==> src/rtl/rtps_pkg.sv <==
package rtps_pkg;

    localparam int SEQ_W     = 16;
    localparam int TIME_W    = 32;
    localparam int EXT_W     = 48;
    localparam int CNT_W     = 32;
    localparam int JIT_W     = 36;
    localparam int DELTA_W   = 18;
    localparam int WIDE_W    = EXT_W + 2;

    localparam logic [SEQ_W-1:0]  DROPOUT_RESET = 16'd3000;
    localparam logic signed [DELTA_W-1:0] SEQ_HALF  = 18'sd32768;
    localparam logic signed [DELTA_W-1:0] SEQ_SPAN  = 18'sd65536;
    localparam logic [CNT_W-1:0]  CNT_MAX = {CNT_W{1'b1}};
    localparam logic [JIT_W-1:0]  JIT_MAX = {JIT_W{1'b1}};
    localparam logic signed [WIDE_W-1:0] EXT_MAX_WIDE =
        {{(WIDE_W-EXT_W+1){1'b0}}, {(EXT_W-1){1'b1}}};
    localparam logic signed [WIDE_W-1:0] EXT_MIN_WIDE =
        {{(WIDE_W-EXT_W+1){1'b1}}, {(EXT_W-1){1'b0}}};

    typedef struct packed {
        logic              seen_first;
        logic [EXT_W-1:0]  highest;
        logic [EXT_W-1:0]  span;
        logic [CNT_W-1:0]  received;
        logic [TIME_W-1:0] prev_transit;
        logic [JIT_W-1:0]  jitter;
    } stats_state_t;

    typedef struct packed {
        logic [EXT_W-1:0] extended_sequence;
        logic [CNT_W-1:0] lost_count;
        logic [JIT_W-1:0] jitter_sixteenths;
    } stats_result_t;

endpackage

==> src/rtl/rtps_in_if.sv <==
interface rtps_in_if;
    logic        valid;
    logic        ready;
    logic [15:0] sequence_number;
    logic [31:0] media_timestamp;
    logic [31:0] arrival_time;

    modport source (
        output valid, sequence_number, media_timestamp, arrival_time,
        input  ready
    );
    modport sink (
        input  valid, sequence_number, media_timestamp, arrival_time,
        output ready
    );
endinterface

==> src/rtl/rtps_out_if.sv <==
interface rtps_out_if;
    logic               valid;
    logic               ready;
    logic signed [47:0] extended_sequence;
    logic [31:0]        lost_count;
    logic [35:0]        jitter_sixteenths;

    modport source (
        output valid, extended_sequence, lost_count, jitter_sixteenths,
        input  ready
    );
    modport sink (
        input  valid, extended_sequence, lost_count, jitter_sixteenths,
        output ready
    );
endinterface

==> src/rtl/rtps_update.sv <==
module rtps_update (
    input  rtps_pkg::stats_state_t          state,
    input  logic [rtps_pkg::SEQ_W-1:0]      seq,
    input  logic [rtps_pkg::TIME_W-1:0]     transit,
    input  logic [rtps_pkg::SEQ_W-1:0]      dropout_limit,
    output rtps_pkg::stats_state_t          state_next,
    output rtps_pkg::stats_result_t         result
);
    import rtps_pkg::*;

    logic signed [DELTA_W-1:0] delta;
    logic signed [WIDE_W-1:0]  ext_wide;
    logic [EXT_W-1:0]          ext;
    logic signed [WIDE_W-1:0]  step_wide;
    logic signed [DELTA_W-1:0] step;
    logic [DELTA_W-1:0]        step_mag;
    logic                      restart;
    logic                      advance;
    logic [CNT_W-1:0]          count_base;
    logic [CNT_W-1:0]          count_new;
    logic [EXT_W-1:0]          span_new;
    logic signed [WIDE_W-1:0]  lost_wide;
    logic [TIME_W-1:0]         transit_diff;
    logic [TIME_W:0]           mag;
    logic [JIT_W:0]            jitter_wide;
    logic [JIT_W-1:0]          jitter_new;

    always_comb
    begin
        delta = $signed({2'b00, seq}) - $signed({2'b00, state.highest[SEQ_W-1:0]});
        if (delta > SEQ_HALF)
        begin
            delta = delta - SEQ_SPAN;
        end
        else if (-delta > SEQ_HALF)
        begin
            delta = delta + SEQ_SPAN;
        end

        ext_wide = $signed({{(WIDE_W-EXT_W){state.highest[EXT_W-1]}}, state.highest})
                 + $signed({{(WIDE_W-DELTA_W){delta[DELTA_W-1]}}, delta});
        if (ext_wide > EXT_MAX_WIDE)
        begin
            ext_wide = EXT_MAX_WIDE;
        end
        else if (ext_wide < EXT_MIN_WIDE)
        begin
            ext_wide = EXT_MIN_WIDE;
        end

        step_wide = ext_wide
                  - $signed({{(WIDE_W-EXT_W){state.highest[EXT_W-1]}}, state.highest});
        step      = step_wide[DELTA_W-1:0];
        step_mag  = step[DELTA_W-1] ? DELTA_W'(-step) : DELTA_W'(step);

        if (!state.seen_first)
        begin
            ext      = {{(EXT_W-SEQ_W){1'b0}}, seq};
            restart  = 1'b1;
            advance  = 1'b0;
        end
        else
        begin
            ext      = ext_wide[EXT_W-1:0];
            restart  = step_mag > {{(DELTA_W-SEQ_W){1'b0}}, dropout_limit};
            advance  = !step[DELTA_W-1] && (step != '0);
        end

        state_next            = state;
        state_next.seen_first = 1'b1;
        if (restart)
        begin
            state_next.highest = ext;
            span_new           = '0;
            count_base         = '0;
        end
        else if (advance)
        begin
            state_next.highest = ext;
            span_new   = state.span + {{(EXT_W-DELTA_W){1'b0}}, step_mag};
            count_base = state.received;
        end
        else
        begin
            span_new   = state.span;
            count_base = state.received;
        end
        count_new = (count_base == CNT_MAX) ? CNT_MAX : count_base + 1'b1;
        state_next.span     = span_new;
        state_next.received = count_new;

        transit_diff = transit - state.prev_transit;
        mag = transit_diff[TIME_W-1]
            ? ({1'b1, {TIME_W{1'b0}}} - {1'b0, transit_diff})
            : {1'b0, transit_diff};
        jitter_wide = {1'b0, state.jitter} - {5'b0, state.jitter[JIT_W-1:4]}
                    + {{(JIT_W-TIME_W){1'b0}}, mag};
        jitter_new  = jitter_wide[JIT_W] ? JIT_MAX : jitter_wide[JIT_W-1:0];
        if (count_new > 1)
        begin
            state_next.jitter = jitter_new;
        end
        state_next.prev_transit = transit;

        lost_wide = $signed({2'b00, span_new}) + WIDE_W'(1)
                  - $signed({{(WIDE_W-CNT_W){1'b0}}, count_new});
        result.extended_sequence = ext;
        if (lost_wide[WIDE_W-1] || (lost_wide == '0))
        begin
            result.lost_count = '0;
        end
        else if (lost_wide[WIDE_W-1:CNT_W] != '0)
        begin
            result.lost_count = CNT_MAX;
        end
        else
        begin
            result.lost_count = lost_wide[CNT_W-1:0];
        end
        result.jitter_sixteenths = state_next.jitter;
    end

endmodule

==> src/rtl/rtp_receive_statistics.sv <==
// RTP receiver statistics: one packet transaction in, one statistics transaction out,
// with a new packet accepted every cycle while stats.ready does not hold back the output. An
// input register holds the sequence number and the transit time, and the result register
// is loaded together with the stream state, so the combinational state update sets the
// rate of one packet per clock. The extended sequence is signed and saturates at 48 bits,
// the lost count floors at zero and saturates at 32 bits, and the jitter is kept in sixteenths of a timestamp tick.
// Write the dropout limit (reset value 3000) only while no packet is in flight.
module rtp_receive_statistics (
    input  logic                       clk,
    input  logic                       rst_n,
    rtps_in_if.sink                    pkt,
    rtps_out_if.source                 stats,
    input  logic                       cfg_write,
    input  logic [rtps_pkg::SEQ_W-1:0] cfg_data
);
    import rtps_pkg::*;

    logic               in_valid_reg;
    logic [SEQ_W-1:0]   seq_reg;
    logic [TIME_W-1:0]  transit_reg;
    logic               out_valid_reg;
    stats_result_t      result_reg;
    stats_result_t      result_next;
    stats_state_t       state_reg;
    stats_state_t       state_next;
    logic [SEQ_W-1:0]   dropout_limit_reg;
    logic               out_advance;
    logic               in_advance;

    assign out_advance = !out_valid_reg || stats.ready;
    assign in_advance  = !in_valid_reg || out_advance;
    assign pkt.ready   = in_advance;

    rtps_update u_update (
        .state         (state_reg),
        .seq           (seq_reg),
        .transit       (transit_reg),
        .dropout_limit (dropout_limit_reg),
        .state_next    (state_next),
        .result        (result_next)
    );

    always_ff @(posedge clk or negedge rst_n)
    begin
        if (!rst_n)
        begin
            in_valid_reg      <= 1'b0;
            out_valid_reg     <= 1'b0;
            state_reg         <= '0;
            dropout_limit_reg <= DROPOUT_RESET;
        end
        else
        begin
            if (cfg_write)
            begin
                dropout_limit_reg <= cfg_data;
            end
            if (in_advance)
            begin
                in_valid_reg <= pkt.valid;
            end
            if (out_advance)
            begin
                out_valid_reg <= in_valid_reg;
                if (in_valid_reg)
                begin
                    state_reg <= state_next;
                end
            end
        end
    end

    always_ff @(posedge clk)
    begin
        if (in_advance && pkt.valid)
        begin
            seq_reg     <= pkt.sequence_number;
            transit_reg <= pkt.arrival_time - pkt.media_timestamp;
        end
        if (out_advance && in_valid_reg)
        begin
            result_reg <= result_next;
        end
    end

    assign stats.valid             = out_valid_reg;
    assign stats.extended_sequence = $signed(result_reg.extended_sequence);
    assign stats.lost_count        = result_reg.lost_count;
    assign stats.jitter_sixteenths = result_reg.jitter_sixteenths;

endmodule

==> src/flat_wrapper.sv <==
// flat-port wrapper written by rule: the top's interface ports become plain ports
module rtp_receive_statistics_flat import rtps_pkg::*;
  (clk, rst_n, cfg_write, cfg_data, pkt_valid, pkt_sequence_number, pkt_media_timestamp, pkt_arrival_time, pkt_ready, stats_valid, stats_extended_sequence, stats_lost_count, stats_jitter_sixteenths, stats_ready);
  rtps_in_if pkt_i ();
  rtps_out_if stats_i ();
  input  logic clk;
  input  logic rst_n;
  input  logic cfg_write;
  input  logic [rtps_pkg::SEQ_W-1:0] cfg_data;
  input wire logic [$bits(pkt_i.valid)-1:0] pkt_valid;
  input wire logic [$bits(pkt_i.sequence_number)-1:0] pkt_sequence_number;
  input wire logic [$bits(pkt_i.media_timestamp)-1:0] pkt_media_timestamp;
  input wire logic [$bits(pkt_i.arrival_time)-1:0] pkt_arrival_time;
  output wire logic [$bits(pkt_i.ready)-1:0] pkt_ready;
  output wire logic [$bits(stats_i.valid)-1:0] stats_valid;
  output wire logic [$bits(stats_i.extended_sequence)-1:0] stats_extended_sequence;
  output wire logic [$bits(stats_i.lost_count)-1:0] stats_lost_count;
  output wire logic [$bits(stats_i.jitter_sixteenths)-1:0] stats_jitter_sixteenths;
  input wire logic [$bits(stats_i.ready)-1:0] stats_ready;
  assign pkt_i.valid = pkt_valid;
  assign pkt_i.sequence_number = pkt_sequence_number;
  assign pkt_i.media_timestamp = pkt_media_timestamp;
  assign pkt_i.arrival_time = pkt_arrival_time;
  assign pkt_ready = pkt_i.ready;
  assign stats_valid = stats_i.valid;
  assign stats_extended_sequence = stats_i.extended_sequence;
  assign stats_lost_count = stats_i.lost_count;
  assign stats_jitter_sixteenths = stats_i.jitter_sixteenths;
  assign stats_i.ready = stats_ready;
  rtp_receive_statistics u_core (.clk(clk), .rst_n(rst_n), .pkt(pkt_i), .stats(stats_i), .cfg_write(cfg_write), .cfg_data(cfg_data));
endmodule
==> config.mk <==
export PLATFORM = sky130hd
export DESIGN_NAME = rtp_receive_statistics_flat
export DESIGN_NICKNAME = d
export VERILOG_FILES = /design/src/rtl/rtps_pkg.sv /design/src/rtl/rtps_in_if.sv /design/src/rtl/rtps_out_if.sv /design/src/rtl/rtps_update.sv /design/src/rtl/rtp_receive_statistics.sv /design/src/flat_wrapper.sv
export SDC_FILE = /design/constraint.sdc
export NUM_CORES = 1
export LEC_CHECK = 0
export BUFFER_PORTS_ARGS = -buffer_cell sky130_fd_sc_hd__buf_4
export CAP_MARGIN = 20
export CORE_MARGIN = 10
export CORE_UTILIZATION = 32
export CTS_CLUSTER_DIAMETER = 80
export DETAILED_ROUTE_END_ITERATION = 8
export SLEW_MARGIN = 25
export SYNTH_ARGS = -nofsm -noshare
export SYNTH_HDL_FRONTEND = slang
export SYNTH_HIERARCHICAL = 1
export SYNTH_SLANG_ARGS = --single-unit
==> constraint.sdc <==
create_clock -name clk -period 17 [get_ports clk]
set_clock_uncertainty 0.15 [all_clocks]
set_input_delay 4.25 -clock clk [delete_from_list [all_inputs] [get_ports clk]]
set_output_delay 4.25 -clock clk [all_outputs]
set_load 0.02 [all_outputs]
-- After elaboration in Yosys (flattened, before gate mapping)
Index checks and enable logic that the tools add are counted.
W data, S select, Z words.
- word-level logic and storage cells: 70
- input bits: 101
- output and inout port bits: 118
- bits in registers: 379
- equal/unequal tests: 1
- reductions and logical operators: 15
- mux-type cells: 18
- magnitude comparators: 6
- add/sub/neg operators: 16
- operators by type and width (operator ; count):
    $mux W48 ; 7
    $mux W32 ; 3
    $mux W36 ; 2
    $sub A32 B32 Y32 ; 2
    $mux W18 ; 3
    $logic_not A50 Y1 ; 1
    $sub A49 B32 Y50 ; 1
    $add A48 B1 Y49 const B ; 1
    $add A48 B18 Y49 ; 1
    $gt A49 B48 Y1 const B ; 1
    $lt A49 B48 Y1 const B ; 1
    $add A48 B18 Y48 ; 1
    $add A37 B33 Y37 ; 1
    $sub A36 B32 Y37 ; 1
    $gt A18 B17 Y1 const B ; 2
    $neg A18 Y18 ; 2
    $reduce_bool A18 Y1 ; 2
    $mux W33 ; 1
    $sub A33 B32 Y33 const A ; 1
    $add A32 B1 Y32 const B ; 1
    $eq A32 B32 Y1 const B ; 1
    $gt A32 B1 Y1 const B ; 1
    $add A18 B18 Y18 const B ; 1
    $gt A18 B16 Y1 ; 1
    other kinds (10) ; 17

-- Longest topological paths before layout
Gate-level depths: netlist of run 1.
- word-level depth: 20
- depth in mapped cells: 92
- depth with buffers taken out: 82

-- Modules after synthesis
The synthesis of run 1 kept the hierarchy.
- by module, submodules not included (module ; instances ; area an instance (um^2) ; cells each ; seq. area each (um^2)):
    rtps_update ; 1 ; 18028.5 ; 2617 ; 0.0
    rtp_receive_statistics ; 1 ; 14694.1 ; 893 ; 10313.6

-- Least setup slack after synthesis of run 1
Ideal clock, no wire load.
- path type: register to register
- start point: register u_core/state_reg[148] (netlist bit)
- end point: register u_core.result_reg, in the netlist u_core/stats.lost_count[3] (data pin)
- arrival: 18.239 ns
- cell stages (with the launch flop): 84
- data required time: 16.579 ns
- path slack: -1.660 ns
- cells stage by stage: dfrtp_1 > ha_1 > inv_1 > fa_1 > a21o_1 > a21oi_1 > o21ai_0 > a21oi_1 > o21ai_0 > a21oi_1 > nor2b_1 > o21a_1 > o41ai_1 > xnor2_1 > or4_1 > or4_1 > nand3b_1 > nand2b_1 > [... 48 more ...] > o21ai_0 > ha_1 > ha_1 > a21o_1 > a221o_1 > o21ai_0 > or3_1 > o21bai_1 > a211o_1 > a21boi_0 > o31a_1 > o221a_2 > o2111ai_1 > nor4b_1 > nand4b_1 > mux2i_4 > buf_6 > a21oi_1
- longest elaborated chain between the ends: 20
- elaborated cells on any way between the ends: 35
- RTL lines (what ; RTL line ; RTL):
    start: declaration ; rtp_receive_statistics.sv:24 ; stats_state_t state_reg;
    start signal: assignment ; rtp_receive_statistics.sv:67 ; state_reg <= state_next;
    $sub A16 B16 Y17 ; rtps_update.sv:30 ; delta = $signed({2'b00, seq}) - $signed({2'b00, state.highest[SEQ_W-1:0]});
    $neg A18 Y18 ; rtps_update.sv:35 ; else if (-delta > SEQ_HALF)
    $gt A18 B17 Y1 ; rtps_update.sv:35 ;
    $mux W18 ; rtps_update.sv:35 ;
    $mux W18 ; rtps_update.sv:31 ; if (delta > SEQ_HALF)
    $add A48 B18 Y49 ; rtps_update.sv:41 ; + $signed({{(WIDE_W-DELTA_W){delta[DELTA_W-1]}}, delta});
    $lt A49 B48 Y1 ; rtps_update.sv:46 ; else if (ext_wide < EXT_MIN_WIDE)
    $mux W48 ; rtps_update.sv:46 ;
    $mux W48 ; rtps_update.sv:42 ; if (ext_wide > EXT_MAX_WIDE)
    $sub A18 B18 Y18 (*) ; rtps_update.sv:52 ; - $signed({{(WIDE_W-EXT_W){state.highest[EXT_W-1]}}, state.highest});
    branches (longest 7 deep; another with $add A48 B1 Y49) ; n/a ;
    $sub A49 B32 Y50 (*) ; rtps_update.sv:106 ; - $signed({{(WIDE_W-CNT_W){1'b0}}, count_new});
    $logic_not A50 Y1 or $reduce_bool A18 Y1 (tied branches) ; rtps_update.sv:108, rtps_update.sv:112 ;
    $logic_or A1 B1 Y1 or $mux W32 (tied branches) ; rtps_update.sv:108, rtps_update.sv:112 ;
    end signal: assignment ; rtp_receive_statistics.sv:82 ; result_reg <= result_next;
    end: declaration ; rtp_receive_statistics.sv:22 ; stats_result_t result_reg;
Mark *: on every way between the ends.
A chain may end at the register's enable or synchronous reset.

-- Worst setup path after layout of run 1
- start point: register u_core.seq_reg[0]
- end point: register u_core.result_reg, in the netlist u_core/stats.lost_count[9] (data pin)
- longest elaborated chain between the ends: 20
- elaborated cells on any way between the ends: 35
- RTL lines (what ; RTL line ; RTL):
    start: declaration ; rtp_receive_statistics.sv:19 ; logic [SEQ_W-1:0] seq_reg;
    start signal: assignment ; rtp_receive_statistics.sv:77 ; seq_reg <= pkt.sequence_number;
    $sub A16 B16 Y17 (*) ; rtps_update.sv:30 ;
    $neg A18 Y18 ; rtps_update.sv:35 ;
    $gt A18 B17 Y1 ; rtps_update.sv:35 ;
    $mux W18 ; rtps_update.sv:35 ;
    $mux W18 (*) ; rtps_update.sv:31 ;
    $add A48 B18 Y49 (*) ; rtps_update.sv:41 ;
    $lt A49 B48 Y1 ; rtps_update.sv:46 ;
    $mux W48 ; rtps_update.sv:46 ;
    $mux W48 (*) ; rtps_update.sv:42 ;
    $sub A18 B18 Y18 (*) ; rtps_update.sv:52 ;
    branches (longest 7 deep; another with $add A48 B1 Y49) ; n/a ;
    $sub A49 B32 Y50 (*) ; rtps_update.sv:106 ;
    $logic_not A50 Y1 or $reduce_bool A18 Y1 (tied branches) ; rtps_update.sv:108, rtps_update.sv:112 ;
    $logic_or A1 B1 Y1 or $mux W32 (tied branches) ; rtps_update.sv:108, rtps_update.sv:112 ;
Marked as above.

==> results of run 1 <==
[how the worst max path moves through the flow]
stage	from	to	cells past startpoint
3_3_place_gp	u_core/seq_reg[0]	u_core/stats.lost_count[0]	80
2_1_floorplan	u_core/state_reg[148]	u_core/stats.lost_count[3]	85
3_5_place_dp	u_core/seq_reg[0]	u_core/stats.lost_count[8]	77
5_1_grt	u_core/seq_reg[0]	u_core/stats.lost_count[10]	81
6_report	u_core/seq_reg[0]	u_core/stats.lost_count[9]	80
4_1_cts	u_core/seq_reg[0]	u_core/stats.lost_count[8]	81
[metal layers]
metal  vias up  GRT usage  wire, um
li1      13264          -         -
met4         0     0.0404      2160
met5         -          0         0
met1     12891      0.212     44300
met3       135     0.0279      5360
met2       637      0.235     41700
[what timing repair did]
item,CTS,global route
cloned,1,8
buffers inserted,3,50
endpoints found under the setup margin,32,32
resized for setup,12,303
pin swaps,4,111
[cells in the final DEF (no fill, tap or decap), types with 29 or more instances in the layout]
cell	n
nor3_1	51
xnor2_1	159
o21a_1	48
nand2_1	211
or2_2	33
nor2b_1	33
buf_4	441
xor2_1	113
edfxtp_1	164
a21o_1	105
o21bai_1	31
a21oi_2	30
clkbuf_16	54
nand4_1	43
nand3_1	69
nand2b_1	42
dfrtp_1	208
mux2_2	277
a21oi_1	243
o21ai_1	34
inv_1	268
ha_4	48
a31oi_1	29
ha_1	241
nor2_1	222
fa_1	36
o21ai_0	140
and3_1	32
[cells in the mapped netlist, drive strengths merged, types with 9 or more instances]
cell,n
a21o,105
nand3b,12
o21a,48
o31a,14
buf,97
nand2,221
a21oi,278
a21boi,15
nor2b,35
o31ai,17
or3,17
and3,37
o311ai,9
o21bai,33
or4,15
dfrtp,208
mux2,283
o21ai,198
nor4,15
ha,301
clkbuf,79
o2111ai,10
nand2b,43
nor3,60
xnor2,164
nor2,227
nand3,72
and2,28
inv,273
fa,39
nand4,43
xor2,114
a211oi,20
a31oi,36
o211ai,13
edfxtp,164
or2,35
mux2i,26
[cell type report]
cell class | instances | area [um^2]
diodes | 5 | 12.5
clock buffers | 59 | 1330
clock inverters | 32 | 398
fillers | 10054 | 61000
inverters | 273 | 1030
multi-input cells | 2684 | 21900
flip-flops and latches | 379 | 10300
well taps | 1368 | 1710
repair buffers | 476 | 3830
[through the flow]
stage / std cells / util / setup TNS [ps] / worst slack (ps)
floorplan: 3511 / - / 0 / 0.481
global placement: 5120 / 0.362 / -4940 / -165
detailed placement: 5120 / 0.362 / -10890 / -366
CTS: 5215 / 0.380 / 0 / 5.76
global route: 5271 / 0.399 / -13210 / -430
finish: 5276 / 0.399 / 0 / 259
[logic make-up after synthesis]
kind of cell | after synthesis
AO/OA/AOI/OAI | 871
flip-flops | 379
adder cells (fa/ha/maj) | 345
XOR/XNOR | 278
buffers and inverters | 449
AND/OR/NAND/NOR | 878
multiplexers | 309
other | 1
==> flow_summary.ini, run 1 <==
[clock_network]
clkLatencyLatePin_ps = 630
cts_num_sinks = 379
cts.htree.levels = 2
numCtsBuffers = 49
root_buffer = clkbuf_16
clk_path_buf_depth = 3
hold_buffers = 0
clk_pin_slew_worst_paths_ps = 60
cts_tree = built

[grt]
grt_pass1_wl_um = 143000
grt_pass1_vias = 25718
track_usage = 0.151
antenna_found_initial = 1
grt_start_max_net_pins = 84
overflow = 0

[yosys]
muxShareOfSynthArea = 0.106
yosys.area.top_type = dfrtp_1
syn_area_per_cell_um2 = 9.32
synthDistinctLibCells = 100
synth_compound_area_frac = 0.170
async_flop_share = 0.567
synth_top_family_by_area = compound AO/OA/AOI/OAI gates
synth_xor_area_frac = 0.0749
synth_area_leaders = dfrtp_1, edfxtp_1, ha_1
synth_edf_count = 164
synthFlopType = dfrtp_1
synthAdderAreaFrac = 0.140
netlist_area_mm2 = 0.0327
yosysSeqAreaShare = 0.315
synth_top_area_share = 0.159
ys_ff_latch = 379
yosys.area_share.simple = 0.132
yosysWarnings = 6
netlist_instances = 3510

[timing]
final.period_utilization = 0.985
rsz0062_at_grt = yes
setup_viol = 0
finalWorstPathRequiredPeriod_ps = 16740
drv_slew = 0
max_freq_mhz = 59.7
whs_ps = 337
hold_viol = 0
slew_headroom = 0.255
worstMarginPinSlew_ps = 1090

[finish]
largest_register_ffs = 197
num-nets-final = 4304
drive_gt1_frac = 0.287
design_area_mm2 = 0.0406
synthToLayoutAreaGrowth_pct = 23.9

[placed_design]
place.gp.congestion = 0.885
dp_hpwl_um = 70700
dpl_cell_area_mm2 = 0.0368
port_buffers = 218

[worst_setup_path]
r2r_start = u_core/seq_reg[0]
cpPeakStageDelay_ps = 560
critPathLaunchType = register
cp.required_ps = 17200
rrSetupSlack_ps = 260
reg2reg_to = u_core/stats.lost_count[9]
cp_top_family = simple AND/OR/NAND/NOR gates
crit_path_frequent_cell = ha_4
path_buf_inv = 14
critPathCaptureType = register
worstSetupPathType = register to register
worst-r2r-cell-count = 80
cp_slowest_cell = or4_4
path_max_fanout = 8
worstPathArrival_ps = 16940

[route]
postRouteAntennaNets = 0
via_count = 26927
wl_um = 93600
viasPerCell = 5.10
wl_per_cell_um = 17.7
drc_errors = 0
first_pass_iters = 6
initialDrtViolationCount = 1736

[floorplanning]
pin_count = 219
die-area_mm2 = 0.115
coreArea_mm2 = 0.102
fp-row-count = 117
die_h_um = 340
die_x_um = 340
start_util = 0.322

[min_path]
min_path_cells = 1
hold_path.class = register to register
hold_end = u_core/stats.valid
hold_start = u_core/in_valid_reg

[flow_run]
maxCapViolations = 0

[outcome]
status = finished clean
Power of run 1 is not shown: default switching activity piles up to over one toggle a cycle in this logic, so the estimate is an artifact.
==> inputs of run 2 (changes only) <==
--- a/config.mk
+++ b/config.mk
@@ -9,6 +9,7 @@
 export CAP_MARGIN = 20
 export CORE_MARGIN = 10
 export CORE_UTILIZATION = 32
+export CTS_BUF_LIST = sky130_fd_sc_hd__clkbuf_4
 export CTS_CLUSTER_DIAMETER = 80
 export DETAILED_ROUTE_END_ITERATION = 8
 export SLEW_MARGIN = 25
==> run 2 against run 1 <==
  * Maximum frequency increased by 0.28%
  * Global-route usage increased by 0.17 points
  * Critical path depth decreased by 2
  * Register-to-register slack improved by 50 ps
  * Flip-flop and latch count unchanged
  * Count of clock-buffer cells in the layout increased by 92
  * Sequential share of layout area increased by 0.39 points
  * Core utilization decreased by 0.60 points
  * Largest cell class unchanged
==> flow_summary.ini, run 2 (synthesis gave the netlist of run 1 again) <==
[timing]
final.period_utilization = 0.982
max_freq_mhz = 59.9
fin_tns_setup_ps = 0
hold_viol = 0
rsz0062_at_grt = yes
worstMarginPinSlew_ps = 1010
slew_headroom = 0.309
setup_viol = 0
drv_slew = 0
finalWorstPathRequiredPeriod_ps = 16690

[worst_setup_path]
worst-r2r-cell-count = 78
worstPathArrival_ps = 17220
rrSetupSlack_ps = 310
cp_slowest_cell = or4_4
critPathCaptureType = register
worstSetupPathType = register to register
path_max_fanout = 8
reg2reg_to = u_core/stats.lost_count[9]
cpPeakStageDelay_ps = 540
cp_top_family = simple AND/OR/NAND/NOR gates
critPathLaunchType = register
cp.required_ps = 17520
path_buf_inv = 13
r2r_start = u_core/seq_reg[0]

[grt]
grt_start_max_net_pins = 84
grt_pass1_wl_um = 144000
overflow = 0
track_usage = 0.153
grt_pass1_vias = 26232
antenna_found_initial = 3

[route]
viasPerCell = 5.04
wl_per_cell_um = 17.3
drc_errors = 0
via_count = 27065
first_pass_iters = 5
wl_um = 93100
initialDrtViolationCount = 1646
postRouteAntennaNets = 0

[finish]
synthToLayoutAreaGrowth_pct = 22.1
num-nets-final = 4343
largest_register_ffs = 197
layout_commonest_cell = buf_4
fill_cells = 10219
utilization = 0.393
most-common-layout-cells = buf_4, mux2_2, inv_1, ha_1, a21oi_1
design_area_mm2 = 0.0399
drive_gt1_frac = 0.291

[placed_design]
place.gp.congestion = 0.885
port_buffers = 218
dpl_cell_area_mm2 = 0.0368
dp_hpwl_um = 70700

[flow_run]
maxCapViolations = 0

[clock_network]
root_buffer = clkbuf_4
cts.htree.levels = 3
hold_buffers = 0
clk_path_buf_depth = 3
cts_tree = built
clkLatencyLatePin_ps = 970
clk_pin_slew_worst_paths_ps = 80
numCtsBuffers = 106
cts_num_sinks = 379

[floorplanning]
fp-row-count = 117
coreArea_mm2 = 0.102
start_util = 0.322
pin_count = 219
die_x_um = 340
die-area_mm2 = 0.115
die_h_um = 340

[min_path]
hold_start = u_core/in_valid_reg
hold_end = u_core/stats.valid
min_path_cells = 1
hold_path.class = register to register

[outcome]
status = finished clean
run 2: changes by cell type in the layout (fill, tap and decap cells not counted), sizes merged:
cell,previous run,this run
nand2,221,222
bufinv,7,6
diode,5,3
inv,280,274
buf,471,454
clkinv,16,43
clkinvlp,2,1
clkbuf,64,154
run 2: how the worst max path moves through the flow:
stage / start / to / slack [ps] / depth (start not counted)
after CTS: u_core/seq_reg[0] / u_core/stats.lost_count[8] / 20 / 81
after detailed placement: u_core/seq_reg[0] / u_core/stats.lost_count[8] / -370 / 77
after floorplan: u_core/state_reg[148] / u_core/stats.lost_count[3] / 0.5 / 85
after global placement: u_core/seq_reg[0] / u_core/stats.lost_count[0] / -170 / 80
after global routing: u_core/seq_reg[0] / u_core/stats.lost_count[25] / -380 / 86
final: u_core/seq_reg[0] / u_core/stats.lost_count[9] / 310 / 78
run 2: per-layer routing:
metal | routed length, um | part of all wire | global-route usage
met1 | 44300 | 0.48 | 0.211
met2 | 41000 | 0.44 | 0.234
met3 | 5560 | 0.060 | 0.0340
met4 | 2180 | 0.023 | 0.0476
met5 | 8 | 0.000086 | 0
run 2: area by class of cell:
class                   instances  area, um^2  share of cell area
multi-input cells            2685       21700               0.543
flip-flops and latches        379       10300               0.258
repair buffers                457        3670              0.0919
well taps                    1368        1710              0.0429
clock buffers                 151        1130              0.0284
inverters                     273        1030              0.0257
clock inverters                51         378             0.00946
diodes                          3        7.51            0.000188
run 2: timing repair:
item / in CTS / in global routing
setup endpoints to repair: 32 / 32
pin swaps: 5 / 102
gates resized for setup: 19 / 254
buffers inserted: 7 / 30
cloned: 3 / 5
run 2: per-stage QoR:
step | hold slack [ps] | worst slack, ps | instances
after floorplan | 299 | 0.481 | 3511
after global placement | 320 | -165 | 5120
after detailed placement | 322 | -366 | 5120
after CTS | 328 | 20.2 | 5332
after global routing | 339 | -377 | 5365
final | 337 | 306 | 5367
run 2: worst reg2reg max path, delay by kind of cell, from the launching register on:
family	cells	cell delay, ps
XOR/XNOR	3	320
AND/OR/NAND/NOR	27	6540
adder cells (fa/ha/maj)	8	2270
multiplexers	1	220
AO/OA/AOI/OAI	26	4750
flip-flops	1	420
buffers and inverters	13	1760
Power of run 2 is left out for the same reason.
